**src/rtl/sorted_line_index_table_assert.svh**
```systemverilog
// Assertion macros used by the RTL of the sorted line index table.
`ifndef SORTED_LINE_INDEX_TABLE_ASSERT_SVH
`define SORTED_LINE_INDEX_TABLE_ASSERT_SVH

// Consequent must hold in the same cycle as the antecedent.
`define SLI_ASSERT_NOW(label, clk, rst_n, ante, cons) \
    label: assert property (@(posedge clk) disable iff (!rst_n) (ante) |-> (cons)) \
        else $error("sorted_line_index_table: same-cycle check failed");

// Consequent must hold in the cycle after the antecedent.
`define SLI_ASSERT_NEXT(label, clk, rst_n, ante, cons) \
    label: assert property (@(posedge clk) disable iff (!rst_n) (ante) |=> (cons)) \
        else $error("sorted_line_index_table: next-cycle check failed");

`endif

```
**src/rtl/sli_ram.sv**
```systemverilog
`timescale 1ns / 1ps
`default_nettype none

module sli_ram #(
    parameter int WIDTH = 8,
    parameter int DEPTH = 16
) (
    input  wire logic                     i_clk,
    input  wire logic                     i_we,
    input  wire logic [$clog2(DEPTH)-1:0] i_waddr,
    input  wire logic [WIDTH-1:0]         i_wdata,
    input  wire logic                     i_re,
    input  wire logic [$clog2(DEPTH)-1:0] i_raddr,
    output logic      [WIDTH-1:0]         o_rdata
);

    logic [WIDTH-1:0] r_mem [DEPTH];
    logic [WIDTH-1:0] r_rdata;

    always_ff @(posedge i_clk) begin
        if (i_we) begin
            r_mem[i_waddr] <= i_wdata;
        end
        if (i_re) begin
            r_rdata <= r_mem[i_raddr];
        end
    end

    assign o_rdata = r_rdata;

endmodule

`default_nettype wire

```
**config.mk**
```make
export PLATFORM = sky130hd
export DESIGN_NAME = sli_ram
export DESIGN_NICKNAME = d
export VERILOG_FILES = /design/src/rtl/sorted_line_index_table_assert.svh /design/src/rtl/sli_ram.sv
export SDC_FILE = /design/constraint.sdc
export NUM_CORES = 1
export LEC_CHECK = 0
export BUFFER_PORTS_ARGS = -buffer_cell sky130_fd_sc_hd__buf_4
export CORE_MARGIN = 3
export CORE_UTILIZATION = 35
export DETAILED_ROUTE_END_ITERATION = 10
export SYNTH_ARGS = -nofsm -noshare
export SYNTH_HDL_FRONTEND = slang
export SYNTH_SLANG_ARGS = --single-unit
```
**constraint.sdc**
```tcl
create_clock -name i_clk -period 4.5 [get_ports i_clk]
set_input_delay 0.225 -clock i_clk [delete_from_list [all_inputs] [get_ports i_clk]]
set_output_delay 0.225 -clock i_clk [all_outputs]
set_load 0.01 [all_outputs]
```
==> results.py <==
metrics = {
    "outcome": {
        "status": "finished clean",
    },
    "power": {
        "power_per_cell_area_nw_per_um2": 489,
        "worst_vdd_ir_mv": 0.318,
        "power_consumption_mw": 3.05,
        "static_leak_nw": 2.05,
    },
    "timing": {
        "fin_crit_ns": 1.76,
        "setup_viol": 0,
        "final_hold_viol_count": 0,
        "setup_tns_ns": 0,
        "fin_worst_skew_ns": 0.00411,
        "timing.final.ws_setup_ns": 2.74,
        "grt_setup_unrepaired": "false",
        "timing.slew.headroom_pct": 20.1,
        "fin_crit_sh_pct": 39.1,
        "tightest_slew_ns": 1.19,
        "max_clock_freq_ghz": 0.569,
        "timing_max_transition_violations_final": 0,
    },
    "global_routing": {
        "first_global_vias": 2607,
        "grt_antenna_before_repair": 0,
        "grt_first_pass_wirelength_um": 16100,
        "globalRoute.totalOverflow": 0,
        "grt_start_max_net_pins": 33,
        "grtUsageTotal_pct": 13.9,
    },
    "synthesis": {
        "postSynthNetCount": 248,
        "ys_warn_count": 0,
        "syn-mean-instance-area_um2": 22.8,
        "synth.lib_cells_used.distinct": 18,
        "ys_ff_latch": 136,
        "synth_seq_area_share_pct": 78.1,
        "netlist_instances": 229,
        "synthesis.area_um2": 5230,
    },
    "clock_network": {
        "cts_resized": 0,
        "cts_hold_repair.buffers": 0,
        "htreeDepth": 4,
        "clock_pin_transition_on_the_worst_setup_and_hold_timing_paths_ns": 0.06,
        "clkSinkCount": 136,
        "ctsLongestPathBuffers": 2,
        "clock-root-buffer": "sky130_fd_sc_hd__clkbuf_16",
        "cts_made_buffers": 17,
        "cts_tree": "yes",
        "latest_clock_arrival_within_the_worst_skew_pair_ns": 0.41,
        "cts_post_setup_buffers_inserted": 0,
    },
    "floorplan": {
        "fp.dieW_um": 128,
        "die_h_um": 128,
        "ios": 27,
        "start_util_pct": 35.8,
        "die_area_um2": 16400,
        "fp.coreArea_um2": 14600,
        "placementRows": 44,
    },
    "drt": {
        "routed-via-count": 2481,
        "postRouteAntennaNets": 0,
        "detail_route.wl_per_cell_um": 22.8,
        "detail_route.drc_violations": 0,
        "detail_route.vias_per_cell": 5.35,
        "drt_pre_antenna_iters": 5,
        "drt_iter0_drc": 185,
        "routed_wl_um": 10600,
    },
    "critical_path": {
        "worst_setup_path_start_kind": "primary input",
        "worst-r2r-cell-count": 3,
        "cp.arrival_ns": 1.78,
        "cp_data_required_time_ns": 4.53,
        "worstSetupEndpointType": "flip-flop",
        "critical_path_peak_fanout": 8,
        "path_class": "primary input to flip-flop",
    },
    "placed_design": {
        "detailedPlacementHpwl_um": 6590,
        "placement.io_buffers": 26,
        "pre_cts_slack_ns": 2.29,
        "gp_congestion": 0.729,
    },
    "final_layout": {
        "drive_above_1_share_pct": 27.5,
        "finalNetCount": 286,
        "antenna_cells_inserted": 0,
        "flow.area_growth_from_synthesis_pct": 19.1,
    },
    "flow_run": {
        "timing.max_cap.violations": 0,
    },
    "min_path": {
        "min_path_cells": 1,
        "hold_crit_path_type": "primary input to flip-flop",
    },
}
## placed cells by master (no fill, tap or decap)
master	synthesis	layout
sky130_fd_sc_hd__clkbuf_1	0	1
sky130_fd_sc_hd__and2_1	1	1
sky130_fd_sc_hd__nor3_1	4	4
sky130_fd_sc_hd__nand3_1	1	1
sky130_fd_sc_hd__mux4_2	18	18
sky130_fd_sc_hd__clkbuf_16	0	17
sky130_fd_sc_hd__clkinvlp_4	0	2
sky130_fd_sc_hd__a22oi_1	16	16
sky130_fd_sc_hd__or3b_2	1	1
sky130_fd_sc_hd__clkinv_1	0	2
sky130_fd_sc_hd__clkinv_4	0	2
sky130_fd_sc_hd__and2b_1	1	1
sky130_fd_sc_hd__nor2_1	13	13
sky130_fd_sc_hd__mux4_1	14	14
sky130_fd_sc_hd__nand2_1	9	9
sky130_fd_sc_hd__clkinv_2	0	3
sky130_fd_sc_hd__nand3b_1	2	2
sky130_fd_sc_hd__nand2b_1	2	2
sky130_fd_sc_hd__buf_4	1	29
sky130_fd_sc_hd__edfxtp_1	136	136
sky130_fd_sc_hd__bufinv_16	0	5
sky130_fd_sc_hd__nor2b_1	1	1
## critical path: stages
cell                     delay [ns]
sky130_fd_sc_hd__buf_4         0.13
sky130_fd_sc_hd__or3b_2        0.51
sky130_fd_sc_hd__nor3_1        0.92
## cell usage after synthesis
cell | n | area share (%)
sky130_fd_sc_hd__and2_1 | 1 | 0.12
sky130_fd_sc_hd__and2b_1 | 1 | 0.14
sky130_fd_sc_hd__buf_6 | 3 | 0.65
sky130_fd_sc_hd__nand3_1 | 1 | 0.096
sky130_fd_sc_hd__nand2_1 | 9 | 0.65
sky130_fd_sc_hd__nor2_1 | 13 | 0.93
sky130_fd_sc_hd__nor2b_1 | 1 | 0.12
sky130_fd_sc_hd__edfxtp_1 | 136 | 78
sky130_fd_sc_hd__clkdlybuf4s25_2 | 3 | 0.57
sky130_fd_sc_hd__nor3_1 | 4 | 0.38
sky130_fd_sc_hd__or3b_2 | 1 | 0.17
sky130_fd_sc_hd__nand2b_1 | 2 | 0.24
sky130_fd_sc_hd__a22oi_1 | 16 | 2.3
sky130_fd_sc_hd__buf_2 | 3 | 0.29
sky130_fd_sc_hd__buf_4 | 1 | 0.14
sky130_fd_sc_hd__nand3b_1 | 2 | 0.29
sky130_fd_sc_hd__mux4_1 | 14 | 7.0
sky130_fd_sc_hd__mux4_2 | 18 | 7.8
## per-stage QoR
stage / util (%) / area (um^2) / std cells / hold WS (ns)
floorplan: - / 5230 / 229 / 0.324
global placement: 38.3 / 5590 / 432 / 0.533
detailed placement: 38.3 / 5590 / 432 / 0.547
CTS: 42.7 / 6220 / 464 / 0.113
global route: 42.7 / 6220 / 464 / 0.118
finish: 42.7 / 6220 / 464 / 0.123
## registers in the layout, indices dropped and copies added (netlist names)
signal,cells
o_rdata,8
r_mem,128
## where the power goes
| group | switching, mW | leakage, nW | internal, mW |
|---|---|---|---|
| Clock | 0.498 | 0.305 | 0.976 |
| Combinational | 0.0770 | 0.511 | 0.0573 |
| Sequential | 0.00901 | 1.24 | 1.43 |
| Total | 0.584 | 2.05 | 2.46 |
## metal layers
metal / up-vias / share of wire [%] / GRT usage [%]
met4: 0 / 2.2 / 6.49
met5: - / 0 / 0
met3: 21 / 6.4 / 3.54
li1: 1061 / - / -
met1: 1306 / 46 / 19.4
met2: 93 / 46 / 20.3
## cells by family after synthesis
| logic type | count (synthesis) | share of synthesized area (%) |
|---|---|---|
| buffers and inverters | 10 | 1.65 |
| AND/OR/NAND/NOR | 35 | 3.14 |
| AO/OA/AOI/OAI | 16 | 2.30 |
| flip-flops | 136 | 78.1 |
| multiplexers | 32 | 14.8 |
## cell type report
type	instances	area, um^2
Clock buffer	18	429
Clock inverter	14	205
Fill cell	1240	8370
Multi-Input combinational cell	83	1060
Sequential cell	136	4080
Tap cell	184	230
Timing Repair Buffer	29	218
## worst paths after layout
kind                                   start           to  slack [ns]
worst max-delay path              i_waddr[2]  r_mem[0][4]        2.74
worst min-delay path                    i_re   o_rdata[6]        0.12
worst max register to register  r_mem[11][4]   o_rdata[4]        2.94
worst min register to register  r_mem[11][2]   o_rdata[2]        0.75
Note: power is estimated with default switching activity, not from simulation.
