[src/rtl/sorted_line_index_table_assert.svh]
// Assertion macros used by the RTL of the sorted line index table.
`ifndef SORTED_LINE_INDEX_TABLE_ASSERT_SVH
`define SORTED_LINE_INDEX_TABLE_ASSERT_SVH

// Consequent must hold in the same cycle as the antecedent.
`define SLI_ASSERT_NOW(label, clk, rst_n, ante, cons) \
    label: assert property (@(posedge clk) disable iff (!rst_n) (ante) |-> (cons)) \
        else $error("sorted_line_index_table: same-cycle check failed");

// Consequent must hold in the cycle after the antecedent.
`define SLI_ASSERT_NEXT(label, clk, rst_n, ante, cons) \
    label: assert property (@(posedge clk) disable iff (!rst_n) (ante) |=> (cons)) \
        else $error("sorted_line_index_table: next-cycle check failed");

`endif

[src/rtl/sli_pkg.sv]
`timescale 1ns / 1ps
`default_nettype none

package sli_pkg;

    localparam int MAX_LINES = 1024;
    localparam int ADDR_W    = $clog2(MAX_LINES);
    localparam int CNT_W     = 11;
    localparam int KEY_W     = 31;
    localparam int OFS_W     = 32;
    localparam int LEN_W     = 16;
    localparam int HASH_W    = 32;

    typedef logic [CNT_W-1:0]  t_cnt;
    typedef logic [ADDR_W-1:0] t_addr;

    localparam t_cnt MAX_CNT = CNT_W'(MAX_LINES);

    typedef enum logic [1:0] {
        CMD_PUT    = 2'd0,
        CMD_DELETE = 2'd1,
        CMD_READ   = 2'd2,
        CMD_NOP    = 2'd3
    } t_cmd;

    typedef enum logic [2:0] {
        ST_INSERTED = 3'd0,
        ST_REPLACED = 3'd1,
        ST_DELETED  = 3'd2,
        ST_ABSENT   = 3'd3,
        ST_FULL     = 3'd4,
        ST_BADPOS   = 3'd5
    } t_status;

    typedef struct packed {
        logic [KEY_W-1:0]  key;
        logic [OFS_W-1:0]  offset;
        logic [LEN_W-1:0]  length;
        logic [HASH_W-1:0] hash;
    } t_entry;

    localparam int ENTRY_W = $bits(t_entry);

    typedef struct packed {
        logic   re;
        t_addr  raddr;
        logic   we;
        t_addr  waddr;
        t_entry wdata;
    } t_mem_req;

    typedef struct packed {
        t_status status;
        t_cnt    position;
        t_cnt    count;
        t_entry  data;
    } t_result;

endpackage

`default_nettype wire

[src/rtl/sli_seq.sv]
`timescale 1ns / 1ps
`default_nettype none

`include "sorted_line_index_table_assert.svh"

module sli_seq (
    input  wire logic              i_clk,
    input  wire logic              i_rst_n,
    input  wire logic              i_valid,
    output logic                   o_stall,
    input  wire sli_pkg::t_cmd     i_cmd,
    input  wire sli_pkg::t_entry   i_entry,
    input  wire sli_pkg::t_addr    i_read_position,
    output sli_pkg::t_mem_req      o_mem,
    input  wire sli_pkg::t_entry   i_rdata,
    output logic                   o_res_valid,
    output sli_pkg::t_result       o_res,
    input  wire logic              i_res_take
);

    typedef enum logic [9:0] {
        S_IDLE      = 10'b00_0000_0001,
        S_SEARCH    = 10'b00_0000_0010,
        S_COMPARE   = 10'b00_0000_0100,
        S_UP_RD     = 10'b00_0000_1000,
        S_UP_WR     = 10'b00_0001_0000,
        S_PUT_WR    = 10'b00_0010_0000,
        S_DN_RD     = 10'b00_0100_0000,
        S_DN_WR     = 10'b00_1000_0000,
        S_READ_WAIT = 10'b01_0000_0000,
        S_REPLY     = 10'b10_0000_0000
    } t_state;

    t_state           r_state, n_state;
    sli_pkg::t_cnt    r_count, n_count;
    sli_pkg::t_cmd    r_cmd, n_cmd;
    sli_pkg::t_entry  r_new, n_new;
    sli_pkg::t_entry  r_data, n_data;
    sli_pkg::t_cnt    r_lo, n_lo;
    sli_pkg::t_cnt    r_hi, n_hi;
    sli_pkg::t_cnt    r_ptr, n_ptr;
    sli_pkg::t_cnt    r_pos, n_pos;
    logic             r_hit, n_hit;
    sli_pkg::t_status r_status, n_status;

    logic [sli_pkg::CNT_W:0] w_sum;
    sli_pkg::t_cnt           w_mid;
    sli_pkg::t_cnt           w_mid_inc;
    sli_pkg::t_cnt           w_lo_inc;
    sli_pkg::t_cnt           w_ptr_dec;
    sli_pkg::t_cnt           w_ptr_inc;
    sli_pkg::t_cnt           w_ptr_inc2;
    sli_pkg::t_cnt           w_read_pos;
    logic                    w_insert_wr;

    assign w_sum      = {1'b0, r_lo} + {1'b0, r_hi};
    assign w_mid      = w_sum[sli_pkg::CNT_W:1];
    assign w_mid_inc  = w_mid + sli_pkg::CNT_W'(1);
    assign w_lo_inc   = r_lo + sli_pkg::CNT_W'(1);
    assign w_ptr_dec  = r_ptr - sli_pkg::CNT_W'(1);
    assign w_ptr_inc  = r_ptr + sli_pkg::CNT_W'(1);
    assign w_ptr_inc2 = r_ptr + sli_pkg::CNT_W'(2);
    assign w_read_pos = sli_pkg::CNT_W'(i_read_position);

    always_comb begin
        n_state  = r_state;
        n_count  = r_count;
        n_cmd    = r_cmd;
        n_new    = r_new;
        n_data   = r_data;
        n_lo     = r_lo;
        n_hi     = r_hi;
        n_ptr    = r_ptr;
        n_pos    = r_pos;
        n_hit    = r_hit;
        n_status = r_status;
        o_mem    = '0;

        unique case (r_state)
            S_IDLE: begin
                if (i_valid) begin
                    n_cmd  = i_cmd;
                    n_new  = i_entry;
                    n_data = '0;
                    n_lo   = '0;
                    n_hi   = r_count;
                    n_hit  = 1'b0;
                    n_pos  = '0;
                    unique case (i_cmd)
                        sli_pkg::CMD_PUT, sli_pkg::CMD_DELETE: begin
                            n_state = S_SEARCH;
                        end
                        sli_pkg::CMD_READ: begin
                            n_pos = w_read_pos;
                            if (w_read_pos < r_count) begin
                                o_mem.re    = 1'b1;
                                o_mem.raddr = i_read_position;
                                n_status    = sli_pkg::ST_INSERTED;
                                n_state     = S_READ_WAIT;
                            end else begin
                                n_status = sli_pkg::ST_BADPOS;
                                n_state  = S_REPLY;
                            end
                        end
                        default: begin
                            n_status = sli_pkg::ST_BADPOS;
                            n_state  = S_REPLY;
                        end
                    endcase
                end
            end
            // Binary search for the first entry whose key is not smaller.
            S_SEARCH: begin
                if (r_lo < r_hi) begin
                    o_mem.re    = 1'b1;
                    o_mem.raddr = w_mid[sli_pkg::ADDR_W-1:0];
                    n_state     = S_COMPARE;
                end else begin
                    n_pos = r_lo;
                    if (r_cmd == sli_pkg::CMD_PUT) begin
                        if (r_hit) begin
                            n_status = sli_pkg::ST_REPLACED;
                            n_state  = S_PUT_WR;
                        end else if (r_count == sli_pkg::MAX_CNT) begin
                            n_status = sli_pkg::ST_FULL;
                            n_state  = S_REPLY;
                        end else begin
                            n_status = sli_pkg::ST_INSERTED;
                            n_ptr    = r_count;
                            n_state  = (r_count == r_lo) ? S_PUT_WR : S_UP_RD;
                        end
                    end else begin
                        if (!r_hit) begin
                            n_status = sli_pkg::ST_ABSENT;
                            n_state  = S_REPLY;
                        end else begin
                            n_status = sli_pkg::ST_DELETED;
                            n_ptr    = r_lo;
                            if (w_lo_inc == r_count) begin
                                n_count = r_count - sli_pkg::CNT_W'(1);
                                n_state = S_REPLY;
                            end else begin
                                n_state = S_DN_RD;
                            end
                        end
                    end
                end
            end
            S_COMPARE: begin
                // The last upper bound taken decides whether the key matched.
                if (i_rdata.key < r_new.key) begin
                    n_lo = w_mid_inc;
                end else begin
                    n_hi  = w_mid;
                    n_hit = (i_rdata.key == r_new.key);
                end
                n_state = S_SEARCH;
            end
            S_UP_RD: begin
                o_mem.re    = 1'b1;
                o_mem.raddr = w_ptr_dec[sli_pkg::ADDR_W-1:0];
                n_state     = S_UP_WR;
            end
            S_UP_WR: begin
                o_mem.we    = 1'b1;
                o_mem.waddr = r_ptr[sli_pkg::ADDR_W-1:0];
                o_mem.wdata = i_rdata;
                n_ptr       = w_ptr_dec;
                n_state     = (w_ptr_dec == r_pos) ? S_PUT_WR : S_UP_RD;
            end
            S_PUT_WR: begin
                o_mem.we    = 1'b1;
                o_mem.waddr = r_pos[sli_pkg::ADDR_W-1:0];
                o_mem.wdata = r_new;
                if (r_status == sli_pkg::ST_INSERTED) begin
                    n_count = r_count + sli_pkg::CNT_W'(1);
                end
                n_state = S_REPLY;
            end
            S_DN_RD: begin
                o_mem.re    = 1'b1;
                o_mem.raddr = w_ptr_inc[sli_pkg::ADDR_W-1:0];
                n_state     = S_DN_WR;
            end
            S_DN_WR: begin
                o_mem.we    = 1'b1;
                o_mem.waddr = r_ptr[sli_pkg::ADDR_W-1:0];
                o_mem.wdata = i_rdata;
                n_ptr       = w_ptr_inc;
                if (w_ptr_inc2 == r_count) begin
                    n_count = r_count - sli_pkg::CNT_W'(1);
                    n_state = S_REPLY;
                end else begin
                    n_state = S_DN_RD;
                end
            end
            S_READ_WAIT: begin
                n_data  = i_rdata;
                n_state = S_REPLY;
            end
            S_REPLY: begin
                if (i_res_take) begin
                    n_state = S_IDLE;
                end
            end
            default: begin
                n_state = S_IDLE;
            end
        endcase
    end

    always_ff @(posedge i_clk) begin
        if (!i_rst_n) begin
            r_state <= S_IDLE;
            r_count <= '0;
        end else begin
            r_state <= n_state;
            r_count <= n_count;
        end
    end

    always_ff @(posedge i_clk) begin
        r_cmd    <= n_cmd;
        r_new    <= n_new;
        r_data   <= n_data;
        r_lo     <= n_lo;
        r_hi     <= n_hi;
        r_ptr    <= n_ptr;
        r_pos    <= n_pos;
        r_hit    <= n_hit;
        r_status <= n_status;
    end

    assign o_stall     = (r_state != S_IDLE);
    assign o_res_valid = (r_state == S_REPLY);
    assign o_res       = '{status: r_status, position: r_pos, count: r_count, data: r_data};

    assign w_insert_wr = (r_state == S_PUT_WR) && (r_status == sli_pkg::ST_INSERTED);

    `SLI_ASSERT_NOW(a_count_max, i_clk, i_rst_n, 1'b1, r_count <= sli_pkg::MAX_CNT)
    `SLI_ASSERT_NOW(a_search_open, i_clk, i_rst_n, r_state == S_COMPARE, r_lo < r_hi)
    `SLI_ASSERT_NOW(a_up_above_pos, i_clk, i_rst_n, r_state == S_UP_WR, r_ptr > r_pos)
    `SLI_ASSERT_NOW(a_dn_in_range, i_clk, i_rst_n, r_state == S_DN_WR, w_ptr_inc < r_count)
    `SLI_ASSERT_NEXT(a_insert_counts, i_clk, i_rst_n, w_insert_wr, r_count == $past(r_count) + sli_pkg::CNT_W'(1))

endmodule

`default_nettype wire

[config.mk]
export PLATFORM = sky130hd
export DESIGN_NAME = sli_seq
export DESIGN_NICKNAME = d
export VERILOG_FILES = /design/src/rtl/sli_pkg.sv /design/src/rtl/sli_seq.sv
export VERILOG_INCLUDE_DIRS = /design/src /design/src/rtl
export SDC_FILE = /design/constraint.sdc
export NUM_CORES = 1
export LEC_CHECK = 0
export BUFFER_PORTS_ARGS = -buffer_cell sky130_fd_sc_hd__buf_2
export CAP_MARGIN = 20
export CORE_MARGIN = 2
export CORE_UTILIZATION = 30
export CTS_CLUSTER_SIZE = 14
export DETAILED_ROUTE_END_ITERATION = 10
export PLACE_DENSITY_LB_ADDON = 0.12
export SYNTH_ARGS = -nofsm -noshare
export SYNTH_HDL_FRONTEND = slang
export SYNTH_SLANG_ARGS = --single-unit
export TNS_END_PERCENT = 50
[constraint.sdc]
create_clock -name i_clk -period 4.45 [get_ports i_clk]
set_input_delay 0.89 -clock i_clk [delete_from_list [all_inputs] [get_ports i_clk]]
set_output_delay 0.89 -clock i_clk [all_outputs]
set_load 0.02 [all_outputs]
==> results of run 1 <==
-- state kept, by name (all words and copies together), names as in the netlist --
signal,flops
r_hi,11
r_ptr,11
r_cmd,2
r_state,10
r_count,11
r_status,3
r_hit,1
r_lo,11
r_new,111
o_res,111
r_pos,11
-- worst paths after layout --
kind	from	end	slack [ns]	cells after the start
worst min-delay path	i_entry[110]	r_new[110]$_DFFE_PP_	0.52	1
worst min register to register	r_count[5]$_SDFFE_PN0P_	r_hi[5]$_DFFE_PP_	0.68	2
worst max-delay path	r_lo[2]$_SDFFCE_PP0P_	o_mem[130]	0.17	8
worst max register to register	r_lo[4]$_SDFFCE_PP0P_	r_lo[10]$_SDFFCE_PP0P_	0.67	9
-- layer usage --
layer  GRT usage  wire (µm)  share of wire
met1       0.254      23500           0.38
met2       0.387      31000           0.51
met3      0.0487       4430          0.072
met4      0.0829       2220          0.036
met5           0         26        0.00043
-- repair_timing --
action,in CTS,in global routing
setup endpoints to repair,0,7
hold buffers,0,0
resized for setup,0,3
hold endpoints to repair,0,0
-- power breakdown --
| part | internal, mW | switching (mW) | leakage [nW] |
|---|---|---|---|
| registers | 3.49 | 0.150 | 2.80 |
| clock network | 1.78 | 1.23 | 0.599 |
| logic | 0.541 | 1.17 | 5.41 |
| total | 5.82 | 2.54 | 8.81 |
-- kinds of logic after synthesis --
| kind of cell | synth area share |
|---|---|
| adder cells (fa/ha/maj) | 0.0649 |
| AND/OR/NAND/NOR | 0.158 |
| AO/OA/AOI/OAI | 0.137 |
| multiplexers | 0.0110 |
| XOR/XNOR | 0.0414 |
| flip-flops | 0.549 |
| buffers and inverters | 0.0392 |
-- through the flow --
stage / instances / hold WS (ns) / utilization / cell area [µm²]
after global placement: 2539 / 0.661 / 0.372 / 19100
final: 2612 / 0.516 / 0.396 / 20400
after global routing: 2611 / 0.491 / 0.396 / 20400
after CTS: 2608 / 0.482 / 0.396 / 20300
after floorplan: 1391 / 0.617 / - / 15700
after detailed placement: 2539 / 0.665 / 0.372 / 19100
-- area by class of cell --
type                            count  area (µm²)  share of cell area
Antenna cell                        4        10.0            0.000492
Timing Repair Buffer              549        2890               0.142
Sequential cell                   293        8590               0.422
Multi-Input combinational cell    940        6520               0.320
Tap cell                          680         851              0.0418
Clock buffer                       50        1050              0.0515
Clock inverter                     19         160             0.00787
Inverter                           77         292              0.0143
-- worst max-delay path, cell delays in order (launching register included) --
cell and delay [ns]:
edfxtp_1 0.54, ha_1 0.44, and4bb_1 0.33, o31a_1 0.20, o22ai_1 0.13, o311a_1 0.34
xnor2_1 0.47, o21ai_0 0.19, buf_2 0.20
-- placed cells by master, fill, tap and decap left out, types with 8 or more instances in the layout --
| master | instances |
|---|---|
| nor3_1 | 22 |
| buf_2 | 508 |
| and3_1 | 8 |
| clkbuf_1 | 9 |
| xnor2_1 | 46 |
| nor4_1 | 11 |
| mux2i_1 | 16 |
| nor2_1 | 70 |
| nor3b_1 | 8 |
| clkbuf_16 | 40 |
| clkinv_2 | 8 |
| and2_1 | 119 |
| nand2_1 | 117 |
| ha_1 | 78 |
| nand4_1 | 18 |
| nand3_1 | 31 |
| nand2b_1 | 13 |
| nor2b_1 | 13 |
| dfxtp_1 | 21 |
| buf_4 | 38 |
| a21oi_1 | 38 |
| o21ai_0 | 79 |
| inv_1 | 76 |
| o22ai_1 | 10 |
| edfxtp_1 | 272 |
| a22o_1 | 86 |
| a21o_1 | 8 |
| o221ai_1 | 8 |
| xor2_1 | 28 |
==> results.sh, run 1 <==
export IMPL_totalPowerFinal_mw=8.36
export IMPL_crit_type="reg -> out"
export IMPL_clockRootBuffer="clkbuf_16"
export IMPL_status="completed"
export IMPL_globalRouteOverflowTotal=0
export IMPL_crit_fanout=10
export IMPL_grt_use_total=0.218
export IMPL_io_buffers=508
export IMPL_ys_seq_area_frac=0.549
export IMPL_post_dp_hpwl_um=47100
export IMPL_synth_edff_count=272
export IMPL_die_h_um=232
export IMPL_finalWorstSetupSlack_ns=0.168
export IMPL_worstMarginPinSlew_ns=1.06
export IMPL_finalClockSkew_ns=0.0137
export IMPL_drc_errors=0
export IMPL_cp_required_ns=3.56
export IMPL_totalWireLength_um=61200
export IMPL_finalCriticalPeriod_ns=4.28
export IMPL_fillers=5146
export IMPL_die_area_mm2=0.0540
export IMPL_worst_slew_margin_rel=0.290
export IMPL_grt_setup_unrepaired="false"
export IMPL_synth_seq_cells=293
export IMPL_crit_arrival_ns=3.39
export IMPL_synth_distinct_cells=73
export IMPL_drv_slew=0
export IMPL_post_cts_buffers=0
export IMPL_cts_made_buffers=38
export IMPL_fp_row_count=83
export IMPL_drive_above_1_share=0.327
export IMPL_yosys_area_top_type="edfxtp_1"
export IMPL_syn_area_per_cell_um2=11.3
export IMPL_cts_tree="done"
export IMPL_worst_setup_path_start_kind="flop"
export IMPL_path_clk_slew_ns=0.06
export IMPL_post_route_period_util=0.962
export IMPL_synth_common_cells="edfxtp_1 (272), and2_1 (119), nand2_1 (118)"
export IMPL_dr_pass1_iters=5
export IMPL_clock_path_buffers=3
export IMPL_max_freq_mhz=234
export IMPL_drt_vias_per_instance=5.02
export IMPL_synth_top_area_share=0.522
export IMPL_finalSetupTns_ns=0
export IMPL_leakagePower_nw=8.81
export IMPL_num_vias=13100
export IMPL_htree_levels=2
export IMPL_yosys_warnings=0
export IMPL_cellPowerDensity_mw_per_mm2=410
export IMPL_nets=2217
export IMPL_core_mm2=0.0514
export IMPL_ys_flop_type="edfxtp_1"
export IMPL_hold_violations=0
export IMPL_critPathCaptureType="output pin"
export IMPL_ioPinCount=509
export IMPL_first_iter_violations=869
export IMPL_cts_sinks=293
export IMPL_ys_async_sr_fraction=0
export IMPL_ir_drop_mv=0.227
export IMPL_syn2layout_area_growth_pct=30.1
export IMPL_grt_pass1_wl_um=86600
export IMPL_cap_violations=0
export IMPL_synth_area_mm2=0.0157
export IMPL_initial_core_util=0.305
export IMPL_grt_max_degree=93
export IMPL_pre_cts_slack_ns=0.0576
export IMPL_syn_num_nets=1709
export IMPL_synth_most_common_cell="edfxtp_1"
export IMPL_grt_pass1_vias=12800
export IMPL_setup_viol=0
export IMPL_clk_latency_ns=0.55
export IMPL_die_x_um=232
export IMPL_gpl_final_weighted_congestion=0.877
export IMPL_antenna_found_initial=6
export IMPL_synth_area_top_cells="edfxtp_1 (52%), ha_1 (6.2%), a22o_1 (4.8%)"
export IMPL_ant_nets=0
export IMPL_wl_per_cell_um=23.4
export IMPL_hp_class="in -> reg"
export IMPL_syn_inst=1391
No activity file was read; power rests on OpenSTA's default activity.
==> inputs of run 2 (changes only) <==
--- a/config.mk
+++ b/config.mk
@@ -13,6 +13,7 @@
 export CTS_CLUSTER_SIZE = 14
 export DETAILED_ROUTE_END_ITERATION = 10
 export PLACE_DENSITY_LB_ADDON = 0.12
+export REMOVE_ABC_BUFFERS = 1
 export SYNTH_ARGS = -nofsm -noshare
 export SYNTH_HDL_FRONTEND = slang
 export SYNTH_SLANG_ARGS = --single-unit
==> results.sh, run 2 (synthesis gave the netlist of run 1 again) <==
export IMPL_crit_fanout=11
export IMPL_n_antenna_cell=0
export IMPL_leakagePower_nw=8.87
export IMPL_clock_path_buffers=3
export IMPL_cp_required_ns=3.56
export IMPL_wl_per_cell_um=22.7
export IMPL_timing_rr_end="r_count[10]$_SDFFE_PN0P_"
export IMPL_hold_slack_ns=0.511
export IMPL_drv_slew=0
export IMPL_cts_sinks=293
export IMPL_ioPinCount=509
export IMPL_initial_core_util=0.305
export IMPL_ant_nets=0
export IMPL_grt_pass1_vias=13000
export IMPL_grt_use_total=0.217
export IMPL_post_dp_hpwl_um=45700
export IMPL_fillers=5104
export IMPL_pwr_share_comb=0.202
export IMPL_crit_arrival_ns=3.30
export IMPL_worst_slew_margin_rel=0.377
export IMPL_cellPowerDensity_mw_per_mm2=421
export IMPL_mostFrequentLayoutCell="buf_2"
export IMPL_htree_levels=2
export IMPL_fp_row_count=83
export IMPL_crit_type="reg -> out"
export IMPL_path_clk_slew_ns=0.06
export IMPL_hold_violations=0
export IMPL_dpl_instance_area_mm2=0.0192
export IMPL_syn2layout_area_growth_pct=30.7
export IMPL_post_route_period_util=0.941
export IMPL_finalClockSkew_ns=0.0153
export IMPL_cap_violations=0
export IMPL_max_freq_mhz=239
export IMPL_grt_max_degree=107
export IMPL_internal_power_mw=6.03
export IMPL_die_x_um=232
export IMPL_cts_made_buffers=38
export IMPL_first_iter_violations=771
export IMPL_drt_vias_per_instance=5.02
export IMPL_seqPwrFrac=0.424
export IMPL_setup_viol=0
export IMPL_clockRootBuffer="clkbuf_16"
export IMPL_crit_start="r_lo[5]$_SDFFCE_PP0P_"
export IMPL_p_sw_frac=0.300
export IMPL_switchingPower_mw=2.58
export IMPL_register_area_mm2=0.00859
export IMPL_cts_tree="done"
export IMPL_finalSetupTns_ns=0
export IMPL_ir_drop_mv=0.315
export IMPL_clk_latency_ns=0.56
export IMPL_worst_setup_path_start_kind="flop"
export IMPL_drive_above_1_share=0.328
export IMPL_io_buffers=508
export IMPL_totalWireLength_um=59500
export IMPL_gpl_final_weighted_congestion=0.888
export IMPL_finalCriticalPeriod_ns=4.19
export IMPL_critPathCaptureType="output pin"
export IMPL_worstMarginPinSlew_ns=0.934
export IMPL_r2r_cells=13
export IMPL_die_area_mm2=0.0540
export IMPL_final_area_mm2=0.0205
export IMPL_hp_class="in -> reg"
export IMPL_num_vias=13100
export IMPL_pwr_share_clk=0.374
export IMPL_grt_setup_unrepaired="false"
export IMPL_cts_resized=0
export IMPL_grt_pass1_wl_um=86600
export IMPL_r2r_start="r_state[9]$_SDFFE_PN0P_"
export IMPL_dr_pass1_iters=5
export IMPL_die_h_um=232
export IMPL_multi_input_area_mm2=0.00649
export IMPL_rrSetupSlack_ns=0.65
export IMPL_cp_endpoint="o_mem[122]"
export IMPL_cts_hold_buffers=0
export IMPL_post_cts_buffers=0
export IMPL_nets=2224
export IMPL_globalRouteOverflowTotal=0
export IMPL_core_mm2=0.0514
export IMPL_drc_errors=0
export IMPL_antenna_found_initial=4
export IMPL_final_cell_mix="buf_2 (509), edfxtp_1 (272), and2_1 (119), nand2_1 (117), a22o_1 (86)"
export IMPL_status="completed"
==> run 2: changes by cell type in the layout (fill, tap and decap cells not counted), moves of 3 or more <==
cell / previous run / this run
buf_4: 38 / 43
bufinv_16: 2 / 6
diode_2: 4 / 0
clkinv_2: 8 / 5
==> run 2: layer usage <==
metal  up-vias  global-route usage  part of all wire
li1       6131                   -                 -
met1      6457               0.270              0.41
met2       466               0.377              0.50
met3        75              0.0529             0.073
met4         2              0.0521             0.020
met5         -                   0           0.00012
==> run 2: area by class of cell <==
| cell class | count | share of cell area |
|---|---|---|
| timing repair buffer | 556 | 0.144 |
| tap | 680 | 0.0416 |
| multi-input combinational | 940 | 0.317 |
| clock inverter | 21 | 0.0139 |
| sequential | 293 | 0.420 |
| clock buffer | 47 | 0.0492 |
| inverter | 77 | 0.0142 |
==> run 2: power by group through the flow <==
| stage | sequential [mW] | clock [mW] | combinational [mW] |
|---|---|---|---|
| after global placement | 3.70 | 0 | 1.75 |
| after detailed placement | 3.70 | 0 | 1.75 |
| final | 3.65 | 3.22 | 1.74 |
| after global routing | 3.69 | 3.40 | 1.89 |
| after floorplan | 3.94 | 0 | 0.731 |
| after CTS | 3.65 | 3.30 | 1.76 |
==> run 2: stage by stage <==
step	cells	setup WS [ns]	power [mW]	util
final	2614	0.262	8.60	0.398
after CTS	2614	0.118	8.71	0.398
after detailed placement	2546	0.386	5.46	0.373
after global routing	2614	0.127	8.98	0.398
after floorplan	1310	-3.82	4.67	-
after global placement	2544	-0.147	5.45	0.373
==> run 2: how the worst min path moves through the flow <==
stage	start	end	slack, ns	cells after the start
after global placement	r_count[5]$_SDFFE_PN0P_	r_hi[5]$_DFFE_PP_	0.66	2
after detailed placement	r_count[0]$_SDFFE_PN0P_	r_count[0]$_SDFFE_PN0P_	0.69	3
final	i_entry[108]	r_new[108]$_DFFE_PP_	0.51	1
after floorplan	r_hit$_SDFFCE_PP0P_	r_state[3]$_SDFFE_PN0P_	0.62	3
after global routing	i_entry[103]	r_new[103]$_DFFE_PP_	0.48	1
after CTS	i_entry[108]	r_new[108]$_DFFE_PP_	0.47	1
==> run 2: critical path: stages (launching register included) <==
cell and delay (ns):
edfxtp_1 0.52, ha_1 0.48, a41oi_1 0.21, o21ai_0 0.10, a21oi_1 0.17, o21ai_1 0.18
nand2_1 0.17, nand2_1 0.31, o221ai_1 0.39, buf_2 0.23
